===== config.mk =====
export PLATFORM = sky130hd
export DESIGN_NAME = resistor_ladder_button_debouncer_flat
export DESIGN_NICKNAME = d
export VERILOG_FILES = /design/src/hdl/rlbd_pkg.sv /design/src/hdl/rlbd_if.sv /design/src/hdl/rlbd_front.sv /design/src/hdl/rlbd_queue.sv /design/src/hdl/rlbd_back.sv /design/src/hdl/resistor_ladder_button_debouncer.sv /design/src/flat_wrapper.sv
export SDC_FILE = /design/constraint.sdc
export NUM_CORES = 1
export LEC_CHECK = 0
export BUFFER_PORTS_ARGS = -buffer_cell sky130_fd_sc_hd__buf_4
export CAP_MARGIN = 5
export CORE_ASPECT_RATIO = 0.75
export CORE_UTILIZATION = 45
export DETAILED_ROUTE_END_ITERATION = 7
export PLACE_DENSITY = 0.7
export SYNTH_ARGS = -nofsm -noshare
export SYNTH_HDL_FRONTEND = slang
export SYNTH_SLANG_ARGS = --single-unit
export TNS_END_PERCENT = 1

===== constraint.sdc =====
create_clock -name i_clk -period 7.15 [get_ports i_clk]
set_clock_uncertainty 0.05 [all_clocks]
set_input_delay 0 -clock i_clk [delete_from_list [all_inputs] [get_ports i_clk]]
set_output_delay 0 -clock i_clk [all_outputs]
set_load 0.05 [all_outputs]

===== src/hdl/rlbd_pkg.sv =====
package rlbd_pkg;

    localparam int SAMPLE_W = 12;
    localparam int TIME_W = 32;
    localparam int SETTLE_W = 16;
    localparam int BUTTON_W = 3;
    localparam int CFG_IDX_W = 3;
    localparam int CFG_DATA_W = 16;
    localparam int QUEUE_DEPTH = 2;

    typedef enum logic [BUTTON_W-1:0] {
        BTN_NONE    = 3'd0,
        BTN_UP      = 3'd1,
        BTN_DOWN    = 3'd2,
        BTN_PRESET1 = 3'd3,
        BTN_PRESET2 = 3'd4
    } t_button;

    typedef enum logic [CFG_IDX_W-1:0] {
        REG_UP_MAX          = 3'd0,
        REG_DOWN_LOW        = 3'd1,
        REG_DOWN_HIGH       = 3'd2,
        REG_PRESET_ONE_LOW  = 3'd3,
        REG_PRESET_ONE_HIGH = 3'd4,
        REG_PRESET_TWO_LOW  = 3'd5,
        REG_PRESET_TWO_HIGH = 3'd6,
        REG_SETTLE_MS       = 3'd7
    } t_cfg_reg;

    localparam logic [SAMPLE_W-1:0] RST_UP_MAX          = 12'd300;
    localparam logic [SAMPLE_W-1:0] RST_DOWN_LOW        = 12'd600;
    localparam logic [SAMPLE_W-1:0] RST_DOWN_HIGH       = 12'd1000;
    localparam logic [SAMPLE_W-1:0] RST_PRESET_ONE_LOW  = 12'd1300;
    localparam logic [SAMPLE_W-1:0] RST_PRESET_ONE_HIGH = 12'd1800;
    localparam logic [SAMPLE_W-1:0] RST_PRESET_TWO_LOW  = 12'd2100;
    localparam logic [SAMPLE_W-1:0] RST_PRESET_TWO_HIGH = 12'd2600;
    localparam logic [SETTLE_W-1:0] RST_SETTLE_MS       = 16'd50;

    typedef struct packed {
        t_button           code;
        logic [TIME_W-1:0] now_ms;
    } t_poll;

endpackage


===== src/hdl/rlbd_if.sv =====
interface rlbd_poll_if
    import rlbd_pkg::*;
    ();
    logic                valid;
    logic                ready;
    logic [SAMPLE_W-1:0] adc_sample;
    logic [TIME_W-1:0]   now_ms;

    modport source (output valid, adc_sample, now_ms, input ready);
    modport sink (input valid, adc_sample, now_ms, output ready);
endinterface

interface rlbd_result_if
    import rlbd_pkg::*;
    ();
    logic                valid;
    logic                ready;
    logic [BUTTON_W-1:0] stable_button;
    logic [BUTTON_W-1:0] press_edge;

    modport source (output valid, stable_button, press_edge, input ready);
    modport sink (input valid, stable_button, press_edge, output ready);
endinterface

interface rlbd_cfg_if
    import rlbd_pkg::*;
    ();
    logic                  valid;
    logic                  ready;
    logic [CFG_IDX_W-1:0]  index;
    logic [CFG_DATA_W-1:0] data;

    modport source (output valid, index, data, input ready);
    modport sink (input valid, index, data, output ready);
endinterface


===== src/hdl/rlbd_front.sv =====
module rlbd_front
    import rlbd_pkg::*;
(
    input  logic                i_clk,
    input  logic                i_rst_n,
    rlbd_poll_if.sink           i_poll,
    rlbd_cfg_if.sink            i_cfg,
    input  logic                i_q_ready,
    output logic                o_q_push,
    output t_poll               o_q_data,
    output logic [SETTLE_W-1:0] o_settle_ms
);

    logic [SAMPLE_W-1:0] r_up_max;
    logic [SAMPLE_W-1:0] r_down_low;
    logic [SAMPLE_W-1:0] r_down_high;
    logic [SAMPLE_W-1:0] r_p1_low;
    logic [SAMPLE_W-1:0] r_p1_high;
    logic [SAMPLE_W-1:0] r_p2_low;
    logic [SAMPLE_W-1:0] r_p2_high;
    logic [SETTLE_W-1:0] r_settle;
    logic [SAMPLE_W-1:0] cfg_v12;
    t_button             code;

    assign cfg_v12 = i_cfg.data[SAMPLE_W-1:0];
    assign i_cfg.ready = 1'b1;

    always_ff @(posedge i_clk) begin
        if (!i_rst_n) begin
            r_up_max   <= RST_UP_MAX;
            r_down_low <= RST_DOWN_LOW;
            r_down_high <= RST_DOWN_HIGH;
            r_p1_low   <= RST_PRESET_ONE_LOW;
            r_p1_high  <= RST_PRESET_ONE_HIGH;
            r_p2_low   <= RST_PRESET_TWO_LOW;
            r_p2_high  <= RST_PRESET_TWO_HIGH;
            r_settle   <= RST_SETTLE_MS;
        end else if (i_cfg.valid) begin
            unique case (t_cfg_reg'(i_cfg.index))
                REG_UP_MAX:          r_up_max <= cfg_v12;
                REG_DOWN_LOW:        r_down_low <= cfg_v12;
                REG_DOWN_HIGH:       r_down_high <= cfg_v12;
                REG_PRESET_ONE_LOW:  r_p1_low <= cfg_v12;
                REG_PRESET_ONE_HIGH: r_p1_high <= cfg_v12;
                REG_PRESET_TWO_LOW:  r_p2_low <= cfg_v12;
                REG_PRESET_TWO_HIGH: r_p2_high <= cfg_v12;
                REG_SETTLE_MS:       r_settle <= i_cfg.data[SETTLE_W-1:0];
                default:             r_settle <= r_settle;
            endcase
        end
    end

    // priority decode of the ladder voltage
    always_comb begin
        priority if (i_poll.adc_sample < r_up_max) begin
            code = BTN_UP;
        end else if (i_poll.adc_sample >= r_down_low && i_poll.adc_sample <= r_down_high) begin
            code = BTN_DOWN;
        end else if (i_poll.adc_sample >= r_p1_low && i_poll.adc_sample <= r_p1_high) begin
            code = BTN_PRESET1;
        end else if (i_poll.adc_sample >= r_p2_low && i_poll.adc_sample <= r_p2_high) begin
            code = BTN_PRESET2;
        end else begin
            code = BTN_NONE;
        end
    end

    assign i_poll.ready = i_q_ready;
    assign o_q_push = i_poll.valid && i_q_ready;
    assign o_q_data = '{code: code, now_ms: i_poll.now_ms};
    assign o_settle_ms = r_settle;

endmodule


===== src/hdl/rlbd_queue.sv =====
module rlbd_queue
    import rlbd_pkg::*;
#(
    parameter int DEPTH = QUEUE_DEPTH
) (
    input  logic  i_clk,
    input  logic  i_rst_n,
    input  logic  i_push,
    input  t_poll i_data,
    output logic  o_ready,
    input  logic  i_pop,
    output logic  o_valid,
    output t_poll o_data
);

    localparam int AW = $clog2(DEPTH);
    localparam int CW = $clog2(DEPTH + 1);
    localparam logic [AW-1:0] LAST = AW'(DEPTH - 1);
    localparam logic [CW-1:0] FULL = CW'(DEPTH);

    t_poll         mem [DEPTH];
    logic [AW-1:0] r_wr_ptr;
    logic [AW-1:0] r_rd_ptr;
    logic [CW-1:0] r_count;
    logic [CW-1:0] n_count;

    assign o_ready = r_count != FULL;
    assign o_valid = r_count != '0;
    assign o_data = mem[r_rd_ptr];

    always_comb begin
        n_count = r_count;
        if (i_push && !i_pop) begin
            n_count = r_count + CW'(1);
        end else if (i_pop && !i_push) begin
            n_count = r_count - CW'(1);
        end
    end

    always_ff @(posedge i_clk) begin
        if (i_push) begin
            mem[r_wr_ptr] <= i_data;
        end
    end

    always_ff @(posedge i_clk) begin
        if (!i_rst_n) begin
            r_wr_ptr <= '0;
            r_rd_ptr <= '0;
            r_count <= '0;
        end else begin
            r_count <= n_count;
            if (i_push) begin
                r_wr_ptr <= (r_wr_ptr == LAST) ? '0 : r_wr_ptr + AW'(1);
            end
            if (i_pop) begin
                r_rd_ptr <= (r_rd_ptr == LAST) ? '0 : r_rd_ptr + AW'(1);
            end
        end
    end

endmodule


===== src/hdl/rlbd_back.sv =====
module rlbd_back
    import rlbd_pkg::*;
(
    input  logic                i_clk,
    input  logic                i_rst_n,
    input  logic                i_q_valid,
    input  t_poll               i_q_data,
    output logic                o_q_pop,
    input  logic [SETTLE_W-1:0] i_settle_ms,
    rlbd_result_if.source       o_result
);

    t_button           r_cand;
    logic [TIME_W-1:0] r_since;
    t_button           r_settled;
    logic              r_out_valid;
    t_button           r_out_stable;
    t_button           r_out_edge;

    logic [TIME_W-1:0] n_since;
    logic [TIME_W-1:0] elapsed;
    t_button           n_settled;
    t_button           n_edge;

    assign o_q_pop = i_q_valid && (!r_out_valid || o_result.ready);

    always_comb begin
        n_since = (i_q_data.code != r_cand) ? i_q_data.now_ms : r_since;
        elapsed = i_q_data.now_ms - n_since;
        n_settled = (elapsed >= TIME_W'(i_settle_ms)) ? i_q_data.code : r_settled;
        n_edge = (n_settled != BTN_NONE && n_settled != r_settled) ? n_settled : BTN_NONE;
    end

    always_ff @(posedge i_clk) begin
        if (!i_rst_n) begin
            r_cand <= BTN_NONE;
            r_since <= '0;
            r_settled <= BTN_NONE;
            r_out_valid <= 1'b0;
        end else begin
            if (o_q_pop) begin
                r_cand <= i_q_data.code;
                r_since <= n_since;
                r_settled <= n_settled;
                r_out_valid <= 1'b1;
            end else if (o_result.ready) begin
                r_out_valid <= 1'b0;
            end
        end
    end

    always_ff @(posedge i_clk) begin
        if (o_q_pop) begin
            r_out_stable <= n_settled;
            r_out_edge <= n_edge;
        end
    end

    assign o_result.valid = r_out_valid;
    assign o_result.stable_button = r_out_stable;
    assign o_result.press_edge = r_out_edge;

endmodule


===== src/hdl/resistor_ladder_button_debouncer.sv =====
// channel   dir  handshake     payload
// i_poll    in   valid/ready   adc_sample[11:0], now_ms[31:0]
// i_cfg     in   valid/ready   index[2:0], data[15:0]
// o_result  out  valid/ready   stable_button[2:0], press_edge[2:0]
//
// one poll per cycle while the queue has room; a poll is decoded into the queue
// when it is accepted, and its debounce update is registered into the output
// register when the back end pops it, which waits while a result is unaccepted
// the queue holds QUEUE_DEPTH polls and the output register one more; input
// ready drops once the queue is full; i_cfg is always ready
// synchronous active-low reset restores the default thresholds and clears
// the candidate and stable button
module resistor_ladder_button_debouncer
    import rlbd_pkg::*;
#(
    parameter int DEPTH = QUEUE_DEPTH
) (
    input  logic          i_clk,
    input  logic          i_rst_n,
    rlbd_poll_if.sink     i_poll,
    rlbd_cfg_if.sink      i_cfg,
    rlbd_result_if.source o_result
);

    logic                q_ready;
    logic                q_push;
    t_poll               q_wdata;
    logic                q_valid;
    logic                q_pop;
    t_poll               q_rdata;
    logic [SETTLE_W-1:0] settle_ms;

    rlbd_front u_front (
        .i_clk      (i_clk),
        .i_rst_n    (i_rst_n),
        .i_poll     (i_poll),
        .i_cfg      (i_cfg),
        .i_q_ready  (q_ready),
        .o_q_push   (q_push),
        .o_q_data   (q_wdata),
        .o_settle_ms(settle_ms)
    );

    rlbd_queue #(
        .DEPTH(DEPTH)
    ) u_queue (
        .i_clk  (i_clk),
        .i_rst_n(i_rst_n),
        .i_push (q_push),
        .i_data (q_wdata),
        .o_ready(q_ready),
        .i_pop  (q_pop),
        .o_valid(q_valid),
        .o_data (q_rdata)
    );

    rlbd_back u_back (
        .i_clk      (i_clk),
        .i_rst_n    (i_rst_n),
        .i_q_valid  (q_valid),
        .i_q_data   (q_rdata),
        .o_q_pop    (q_pop),
        .i_settle_ms(settle_ms),
        .o_result   (o_result)
    );

endmodule


===== src/flat_wrapper.sv =====
// flat-port wrapper written by rule: the top's interface ports become plain ports
module resistor_ladder_button_debouncer_flat import rlbd_pkg::*;
#(
    parameter int DEPTH = QUEUE_DEPTH
)
  (i_clk, i_rst_n, i_poll_valid, i_poll_adc_sample, i_poll_now_ms, i_poll_ready, i_cfg_valid, i_cfg_index, i_cfg_data, i_cfg_ready, o_result_valid, o_result_stable_button, o_result_press_edge, o_result_ready);
  rlbd_poll_if i_poll_i ();
  rlbd_cfg_if i_cfg_i ();
  rlbd_result_if o_result_i ();
  input  logic i_clk;
  input  logic i_rst_n;
  input wire logic [$bits(i_poll_i.valid)-1:0] i_poll_valid;
  input wire logic [$bits(i_poll_i.adc_sample)-1:0] i_poll_adc_sample;
  input wire logic [$bits(i_poll_i.now_ms)-1:0] i_poll_now_ms;
  output wire logic [$bits(i_poll_i.ready)-1:0] i_poll_ready;
  input wire logic [$bits(i_cfg_i.valid)-1:0] i_cfg_valid;
  input wire logic [$bits(i_cfg_i.index)-1:0] i_cfg_index;
  input wire logic [$bits(i_cfg_i.data)-1:0] i_cfg_data;
  output wire logic [$bits(i_cfg_i.ready)-1:0] i_cfg_ready;
  output wire logic [$bits(o_result_i.valid)-1:0] o_result_valid;
  output wire logic [$bits(o_result_i.stable_button)-1:0] o_result_stable_button;
  output wire logic [$bits(o_result_i.press_edge)-1:0] o_result_press_edge;
  input wire logic [$bits(o_result_i.ready)-1:0] o_result_ready;
  assign i_poll_i.valid = i_poll_valid;
  assign i_poll_i.adc_sample = i_poll_adc_sample;
  assign i_poll_i.now_ms = i_poll_now_ms;
  assign i_poll_ready = i_poll_i.ready;
  assign i_cfg_i.valid = i_cfg_valid;
  assign i_cfg_i.index = i_cfg_index;
  assign i_cfg_i.data = i_cfg_data;
  assign i_cfg_ready = i_cfg_i.ready;
  assign o_result_valid = o_result_i.valid;
  assign o_result_stable_button = o_result_i.stable_button;
  assign o_result_press_edge = o_result_i.press_edge;
  assign o_result_i.ready = o_result_ready;
  resistor_ladder_button_debouncer #(.DEPTH(DEPTH)) u_core (.i_clk(i_clk), .i_rst_n(i_rst_n), .i_poll(i_poll_i), .i_cfg(i_cfg_i), .o_result(o_result_i));
endmodule

* After elaboration in Yosys (flattened, before gate mapping)
Memory sizes are Yosys's and may differ from the RTL's. A register that Yosys moved wholly into a read port is not among the register bits.
Cells that the tools add are included.
** Storage, ports and cells
- Bits in registers :: 149
- Bits in latches :: 0
- RAM bits :: 70
- ROM bits :: 0
- Input port bits :: 68
- Output and inout bits :: 9
- Logic and storage cells :: 82
- Memories kept :: 1
** Memory list
- u_core.u_queue.mem :: depth 2, bits a word 35, rd ports 1, clocked after Yosys merged registers in 1, write ports 1, line rlbd_queue.sv:21 : t_poll mem [DEPTH];
** Operators by class
- $add $sub $neg :: 5
- Multipliers :: 0
- Div/mod/pow operators :: 0
- $lt $le $gt $ge :: 8
- Equal/unequal tests :: 10
- Shifts and indexed selects :: 0
- Mux-type cells :: 16
- Bitwise logic cells :: 0
- Reductions and logical operators :: 25
** Operator list (count)
- greater-or-equal comparator 12 bit :: 3
- less-or-equal comparator 12 bit :: 3
- greater-or-equal comparator 32 x 16 -> 1 bit :: 1
- two-way mux 32 bit :: 1
- subtractor 32 bit :: 1
- AND reduction 2 bit :: 8
- two-way mux 3 bit :: 5
- equality test 3 bit (second input constant) :: 4
- less-than comparator 12 bit :: 1
- logical AND 1 bit :: 8
- two-way mux 1 bit :: 8
- equality test 3 x 2 -> 1 bit (second input constant) :: 2
- != test 3 bit :: 2
- nonzero test 2 bit :: 3
- two-way mux 2 bit :: 2
- equality test 3 x 1 -> 1 bit (second input constant) :: 1
- logical NOT 1 bit :: 3
- logical NOT 3 bit :: 1
- nonzero test 3 bit :: 1
- adder 1 bit (second input constant) :: 2
- adder 2 x 1 -> 2 bit (second input constant) :: 1
- != test 2 bit (second input constant) :: 1
- subtractor 2 x 1 -> 2 bit (second input constant) :: 1
- logical OR 1 bit :: 1

* Longest topological paths before layout
Gate-level depths: netlist (run 1).
- Word-level depth :: 7
- Gate-level depth with buffers :: 31
- Depth with buffers taken out :: 27

* Cells and area by module
Synthesis (run 1) repeated with hierarchy kept, for this count alone.
** Unflattened totals
- Cells, all modules :: 1485
- Area total of the unflattened synthesis :: 13719.4 sq um
** By module, submodules not included
- rlbd_front :: instances 1, cells an instance 749, area each 6068.3 sq um, sequential area each 2001.9 sq um
- rlbd_back :: instances 1, cells an instance 605, area each 4897.2 sq um, sequential area each 960.9 sq um
- rlbd_queue :: instances 1, cells an instance 131, area each 2753.9 sq um, sequential area each 2202.1 sq um

* Worst setup path before layout (run 1)
Ideal clock, no wire load.
- Path kind :: flip-flop to flip-flop
- Start point :: register (tool-made name)
- End point :: register u_core.u_back.r_out_stable[0], in the netlist u_core.u_back.o_result.stable_button[0], data pin
- Library setup time :: 0.268 ns
- Arrival :: 5.916 ns
- Data required time :: 6.832 ns
- Path slack :: 0.916 ns
- Cell stages (with the launch flop) :: 32
- Path buffers :: 4
- Path through :: dfxtp_1 buf_6 mux2i_4 xor2_2 nand3_1 clkbuf_1 nor2_1 a21oi_1 ha_1 inv_1 ha_1 clkbuf_1 a21oi_1 o21ai_0 a21oi_1 a21oi_1 maj3_1 a21oi_1 xnor2_1 a21o_1 ha_1 a211oi_1 o21ai_0 o221ai_1 nand4_1 a2111oi_2 o221ai_1 a2111oi_2 nand4b_1 nor2b_1 buf_6 mux2i_1
** RTL lines
- end signal: assignment :: line rlbd_back.sv:54 : r_out_stable <= n_settled;
- end: declaration :: line rlbd_back.sv:17 : t_button r_out_stable;

==> impl_metrics.ini, run 1 <==
[outcome]
status = finished, final reports clean

[floorplan]
start_util_pct = 46.0
die_y_um = 152
fp.dieW_um = 201
rows = 54
die_area_sq_um = 30500
io_pins = 77
core_area_sq_um = 29200

[clocking]
cts.clk_slew.worst_paths_ps = 60
cts_buffers = 24
cts_tree = done
clock-root-buffer = clkbuf_16
clockBufferDepth = 3
post_cts_buffers = 0
htreeDepth = 1
cts.sinks = 220
worstSkewPairLatency_ps = 550

[synthesis]
netlist_area_sq_um = 13400
yosysTopAreaCellShare_pct = 21.5
syn_nets = 1663
synthesis.instances = 1474
ys.flop_type = dfxtp_1
synth_edf_count = 76
ys_ff_latch = 220
async_reset_ff_share_pct = 0
netlist_top_cells_count = nand2_1 (248), dfxtp_1 (144), ha_1 (121)
syn_avg_cell_area_sq_um = 9.10
synth_largest_area_cell = dfxtp_1
synth.distinct_cells = 79
seq_area_frac_synth_pct = 38.5
synthTopCellsByArea = dfxtp_1 (21%), edfxtp_1 (17%), ha_1 (11%)
yosysWarnings = 0
yosysMostFrequentCell = nand2_1

[route]
vias = 10891
drt_wl_total_um = 34100
viasPerCell = 5.51
drtAntennaViolNets = 0
drt-initial-drc-count = 998
post_drt_wl_per_cell_um = 17.3
remaining_drc_errors = 0
firstDrtPassIters = 5

[power_and_ir_drop]
ir_worst_vdd_v = 0.000235
power_leakage_nw = 6.44
combinationalPowerShare_pct = 53.1
clkPwrFrac_pct = 20.6
seq_power_share_pct = 26.3
p_per_area_nw_per_um2 = 400
power.internal_mw = 3.56
p_switching_mw = 2.69
swShare_pct = 43.1

[global_routing]
grt_pass1_vias = 10172
top_usage_layer = met1
grt_pass1_wl_um = 54800
grt_antenna_before_repair = 1
grt_usage_pct = 22.5
grt_max_degree = 78
use_met3_pct = 3.36
grt_overflow = 0
grt_use_met2_pct = 32.1
met1_usage_pct = 34.9

[worst_setup_path]
critPathRequiredTime_ps = 7370
end_kind = flop
cp_num_buf_inv = 1
startpoint_type = flop
path_class = flop to flop
cp_top_family = compound AO/OA/AOI/OAI gates
cpMaxStageDelayCell = buf_4
cp_slowest_stage_delay_ps = 560
cpMostUsedCell = a21oi_1
crit_arrival_ps = 6780
crit_chain = buf_4, mux2i_1, nor2_1, o21ai_0, ha_1, a21oi_1, o21ai_0, a21oi_1, a21oi_1, maj3_1, a21oi_1, xnor2_1, a21o_1, ha_1, a211oi_1, o21ai_0, o221ai_1, nand4_1, a2111oi_2, o221ai_1, a2111oi_2, nand4b_1, nor2b_2, mux2i_1
worstPathMaxFanout = 32

[sta]
whs_ps = 107
worst_pin_slew_ps = 1290
hold_viol = 0
slew_violations = 0
rsz0062_at_grt = no
slew_headroom_pct = 13.8
finalCriticalPeriod_ps = 6570
post-route-period-util_pct = 91.8
finalSetupViolations = 0
fin_ws_ps = 584
fmax_ghz = 0.152
tns_ps = 0

[placed_design]
gp_congestion = 0.920
place_inst = 1879
pre_cts_ws_ps = 517
hpwlAfterDp_um = 24800
port_buffers = 75

[finish]
drive_above_1_share_pct = 11.8
areaGrowthSynthToFinish_pct = 16.4
nNetsFinal = 1756
n_fill_cell = 2701
stdcell_count = 1978

[flow_run]
maxCapViolations = 0

[worst_hold_path]
hp-class = primary input to flop
hold_path.startpoint = i_cfg_index[2]
-- worst paths after layout --
path	end	cells past startpoint	slack, ps
max	u_core.u_back.o_result.stable_button[2]$_DFFE_PP_	24	580
min	u_core.u_front.r_p1_high[6]$_SDFFE_PN0P_	4	110
max reg2reg	u_core.u_back.o_result.stable_button[2]$_DFFE_PP_	24	580
min reg2reg	u_core.u_front.r_up_max[1]$_SDFFE_PN0P_	2	410
-- power groups by stage --
stage	registers, mW	clock network, mW	logic, mW
6_report	1.64	1.29	3.32
5_1_grt	1.67	1.36	3.64
4_1_cts	1.64	1.32	3.28
3_5_place_dp	1.67	0	3.24
3_3_place_gp	1.66	0	3.19
2_1_floorplan	1.68	0	2.41
-- kinds of logic (layout without fill, tap and decap cells) --
logic type                 count (synthesis)  after routing  share of synthesized area, %
and+or+nand+nor                          447            447                          15.0
AOI/OAI and AO/OA                        401            401                          21.5
DFF                                      220            220                          38.5
buffers and inverters                    187            298                          5.59
adders and majority gates                123            123                          11.4
muxes                                     61             61                          5.48
xor gates and xnor gates                  34             34                          2.50
other                                      1              2                        0.0280
-- sequential cells by signal, indices dropped and copies added, names as in the netlist, named ones only --
name,flops
u_core.u_back.o_result.press_edge,3
u_core.u_back.o_result.stable_button,3
u_core.u_back.o_result.valid,1
u_core.u_back.r_cand,3
u_core.u_back.r_settled,3
u_core.u_back.r_since,32
u_core.u_front.o_settle_ms,16
u_core.u_front.r_down_high,12
u_core.u_front.r_down_low,12
u_core.u_front.r_p1_high,12
u_core.u_front.r_p1_low,12
u_core.u_front.r_p2_high,12
u_core.u_front.r_p2_low,12
u_core.u_front.r_up_max,12
u_core.u_queue.mem,70
u_core.u_queue.r_count,2
u_core.u_queue.r_rd_ptr,1
u_core.u_queue.r_wr_ptr,1
-- final cells by class --
type / instances / area, sq um / share of cell area, %
Multi-Input combinational cell: 1067 / 7520 / 48.2
Tap cell: 392 / 490 / 3.14
Inverter: 115 / 432 / 2.76
Timing Repair Buffer: 139 / 1180 / 7.55
Antenna cell: 1 / 2.50 / 0.0160
Clock buffer: 28 / 678 / 4.34
Clock inverter: 16 / 148 / 0.946
Sequential cell: 220 / 5170 / 33.1
-- layout by cell type (no fill, tap or decap), types with 4 or more instances in the layout --
master,instances
xor2_2,5
o31ai_1,8
mux2i_2,6
a21boi_0,71
nor3_1,15
buf_4,85
clkbuf_16,26
nand2_1,248
nor2b_1,12
a31oi_1,7
mux2_2,19
edfxtp_1,76
or3_1,6
nand4_1,18
o21ai_0,57
o211a_1,15
mux2i_1,27
a21o_1,56
nand2b_1,14
inv_1,115
and3_1,8
dfxtp_1,143
o21a_1,16
a21oi_1,53
a31o_2,5
nor2_1,55
xor2_1,7
o22ai_1,9
a211oi_1,12
ha_1,121
and2_1,31
a221oi_1,4
nand3_1,23
o211ai_1,43
dlygate4sd3_1,54
xnor2_1,22
clkinv_2,7
mux2i_4,6
-- metrics by stage --
stage          power [mW]  instance area (sq um)  util (%)
2_1_floorplan        4.09                  13400         -
3_3_place_gp         4.85                  14200      48.8
3_5_place_dp         4.91                  14200      48.8
4_1_cts              6.24                  15600      53.5
5_1_grt              6.67                  15600      53.5
6_report             6.25                  15600      53.5
-- timing repair --
action / CTS / global route
resized for setup: 0 / 1
hold buffers: 54 / 0
endpoints found under the hold margin: 178 / 0
setup endpoints to repair: 0 / 6
-- worst register-to-register path, stage by stage (launching register included) --
cell and delay (ps):
dfxtp_2 440, buf_4 570, mux2i_1 290, nor2_1 350
o21ai_0 160, ha_1 330, a21oi_1 190, o21ai_0 110
a21oi_1 160, a21oi_1 80, maj3_1 370, a21oi_1 180
xnor2_1 100, a21o_1 200, ha_1 290, a211oi_1 250
o21ai_0 130, o221ai_1 210, nand4_1 170, a2111oi_2 370
o221ai_1 210, a2111oi_2 300, nand4b_1 270, nor2b_2 400
mux2i_1 130
-- routing by layer --
metal | vias to the layer above | share of wire (%)
li1 | 5444 | -
met1 | 5128 | 52
met2 | 272 | 39
met3 | 47 | 6.0
met4 | 0 | 2.5
met5 | - | 0
Note: power is estimated with default switching activity, not from simulation.
==> run 2, diff against run 1 <==
Settings changed: CELL_PAD_IN_SITES_DETAIL_PLACEMENT from default to 0, CELL_PAD_IN_SITES_GLOBAL_PLACEMENT from default to 1, CORE_MARGIN from default to 8, PLACE_DENSITY 0.7 to 0.84.
==> impl_metrics.ini, run 2 (same netlist as run 1, synthesis figures left out) <==
[worst_setup_path]
cpMaxStageDelayCell = dfxtp_2
cp_num_buf_inv = 1
startpoint_type = flop
critPathRequiredTime_ps = 7360
cp_top_family = compound AO/OA/AOI/OAI gates
cpMostUsedCell = a21oi_1
crit_arrival_ps = 6860
worstPathMaxFanout = 9
end_kind = flop
path_class = flop to flop
cp_slowest_stage_delay_ps = 440

[clocking]
post_cts_buffers = 0
clockBufferDepth = 3
cts.clk_slew.worst_paths_ps = 60
cts_buffers = 24
worstSkewPairLatency_ps = 550
htreeDepth = 1
clock-root-buffer = clkbuf_16
cts_tree = done
cts.sinks = 220

[flow_run]
maxCapViolations = 0

[global_routing]
grt_pass1_wl_um = 57700
grt_overflow = 0
grt_pass1_vias = 10313
grt_max_degree = 94
grt_usage_pct = 20.1
grt_antenna_before_repair = 0

[power_and_ir_drop]
power_leakage_nw = 6.42
swShare_pct = 43.4
p_switching_mw = 2.72
p_total_mw = 6.25
ir_worst_vdd_v = 0.000371
seq_power_share_pct = 26.4
combinationalPowerShare_pct = 53.4
power.internal_mw = 3.54
p_per_area_nw_per_um2 = 401
clkPwrFrac_pct = 20.2

[finish]
stdcell_count = 1979
layout_commonest_cell = nand2_1
stdcell_area_sq_um = 15600
drive_above_1_share_pct = 11.5
areaGrowthSynthToFinish_pct = 16.2
top_register = u_core.u_queue.mem
largest_reg_flops = 70
final_cell_mix = nand2_1 (248), dfxtp_1 (143), ha_1 (121), inv_1 (115), buf_4 (86)
nNetsFinal = 1758

[floorplan]
die_area_sq_um = 35700
start_util_pct = 46.0
fp.dieW_um = 215
rows = 54
core_area_sq_um = 29200
io_pins = 77
die_y_um = 166

[route]
viasPerCell = 5.51
drtAntennaViolNets = 0
drt-initial-drc-count = 840
firstDrtPassIters = 5
vias = 10910
remaining_drc_errors = 0
post_drt_wl_per_cell_um = 18.6
drt_wl_total_um = 36700

[placed_design]
place_inst = 1880
gp_congestion = 0.891
post_dp_cell_area_sq_um = 14200
hpwlAfterDp_um = 26300
port_buffers = 75

[sta]
fmax_ghz = 0.150
whs_ps = 111
post-route-period-util_pct = 93.0
worst_pin_slew_ps = 1270
finalSetupViolations = 0
slew_headroom_pct = 15.0
finalCriticalPeriod_ps = 6650
hold_viol = 0
slew_violations = 0

[outcome]
status = finished, final reports clean

[worst_hold_path]
hp-class = primary input to flop
==> run 2: cell count changes in the layout (fill, tap and decap cells not counted), moves of 2 or more <==
cell	before	now
clkinv_2	7	2
clkbuf_16	26	24
clkbuf_1	0	5
clkbuf_8	2	4
==> run 2: layer usage <==
metal  part of all wire, %  global-route usage, %
met4                   1.2                   3.37
met1                    52                   31.3
met3                   6.7                   3.55
met2                    40                   28.6
met5                     0                      0
==> run 2: stage by stage <==
stage | utilization, % | setup WS [ps] | setup TNS [ps]
3_5_place_dp | 48.8 | 374 | 0
5_1_grt | 53.4 | -1.11 | -1.11
3_3_place_gp | 48.8 | 663 | 0
2_1_floorplan | - | 916 | 0
6_report | 53.4 | 501 | 0
4_1_cts | 53.4 | 290 | 0
==> run 2: cell type report <==
cell class	instances	area, sq um
fill	2714	13600
multi-input combinational	1067	7520
sequential	220	5170
timing repair buffer	141	1200
clock buffer	33	674
tap	392	490
inverter	115	432
clock inverter	10	118
antenna	1	2.50
==> run 2: final timing paths <==
| kind | startpoint | to | slack, ps | depth (start not counted) |
|---|---|---|---|---|
| worst min register to register | u_core.u_front.r_up_max[10]$_SDFFE_PN0P_ | u_core.u_front.r_up_max[10]$_SDFFE_PN0P_ | 410 | 2 |
| worst max-delay path | flop | u_core.u_back.o_result.stable_button[0]$_DFFE_PP_ | 500 | 26 |
| worst min-delay path | i_cfg_index[2] | u_core.u_front.r_down_high[11]$_SDFFE_PN0P_ | 110 | 5 |
| worst max register to register | flop | u_core.u_back.o_result.stable_button[0]$_DFFE_PP_ | 500 | 26 |
==> run 2: worst register-to-register path: cells and delay by family (launching register included) <==
family          cells  cell delay, ps
xor+xnor            2             370
fa+ha+maj           4            1190
compound gates     13            2660
buf+inv             1              70
flops               1             440
simple gates        4            1080
mux                 2             520
==> run 2: power by group through the flow <==
stage | registers, mW | logic [mW] | clock network [mW]
2_1_floorplan | 1.68 | 2.41 | 0
3_3_place_gp | 1.67 | 3.20 | 0
3_5_place_dp | 1.67 | 3.24 | 0
4_1_cts | 1.65 | 3.29 | 1.28
5_1_grt | 1.67 | 3.63 | 1.34
6_report | 1.65 | 3.34 | 1.26
==> run 2: what timing repair did <==
action | in CTS | in global routing
hold buffers | 55 | 0
endpoints found under the hold margin | 198 | 0
gates resized for setup | 0 | 1
endpoints found under the setup margin | 0 | 6
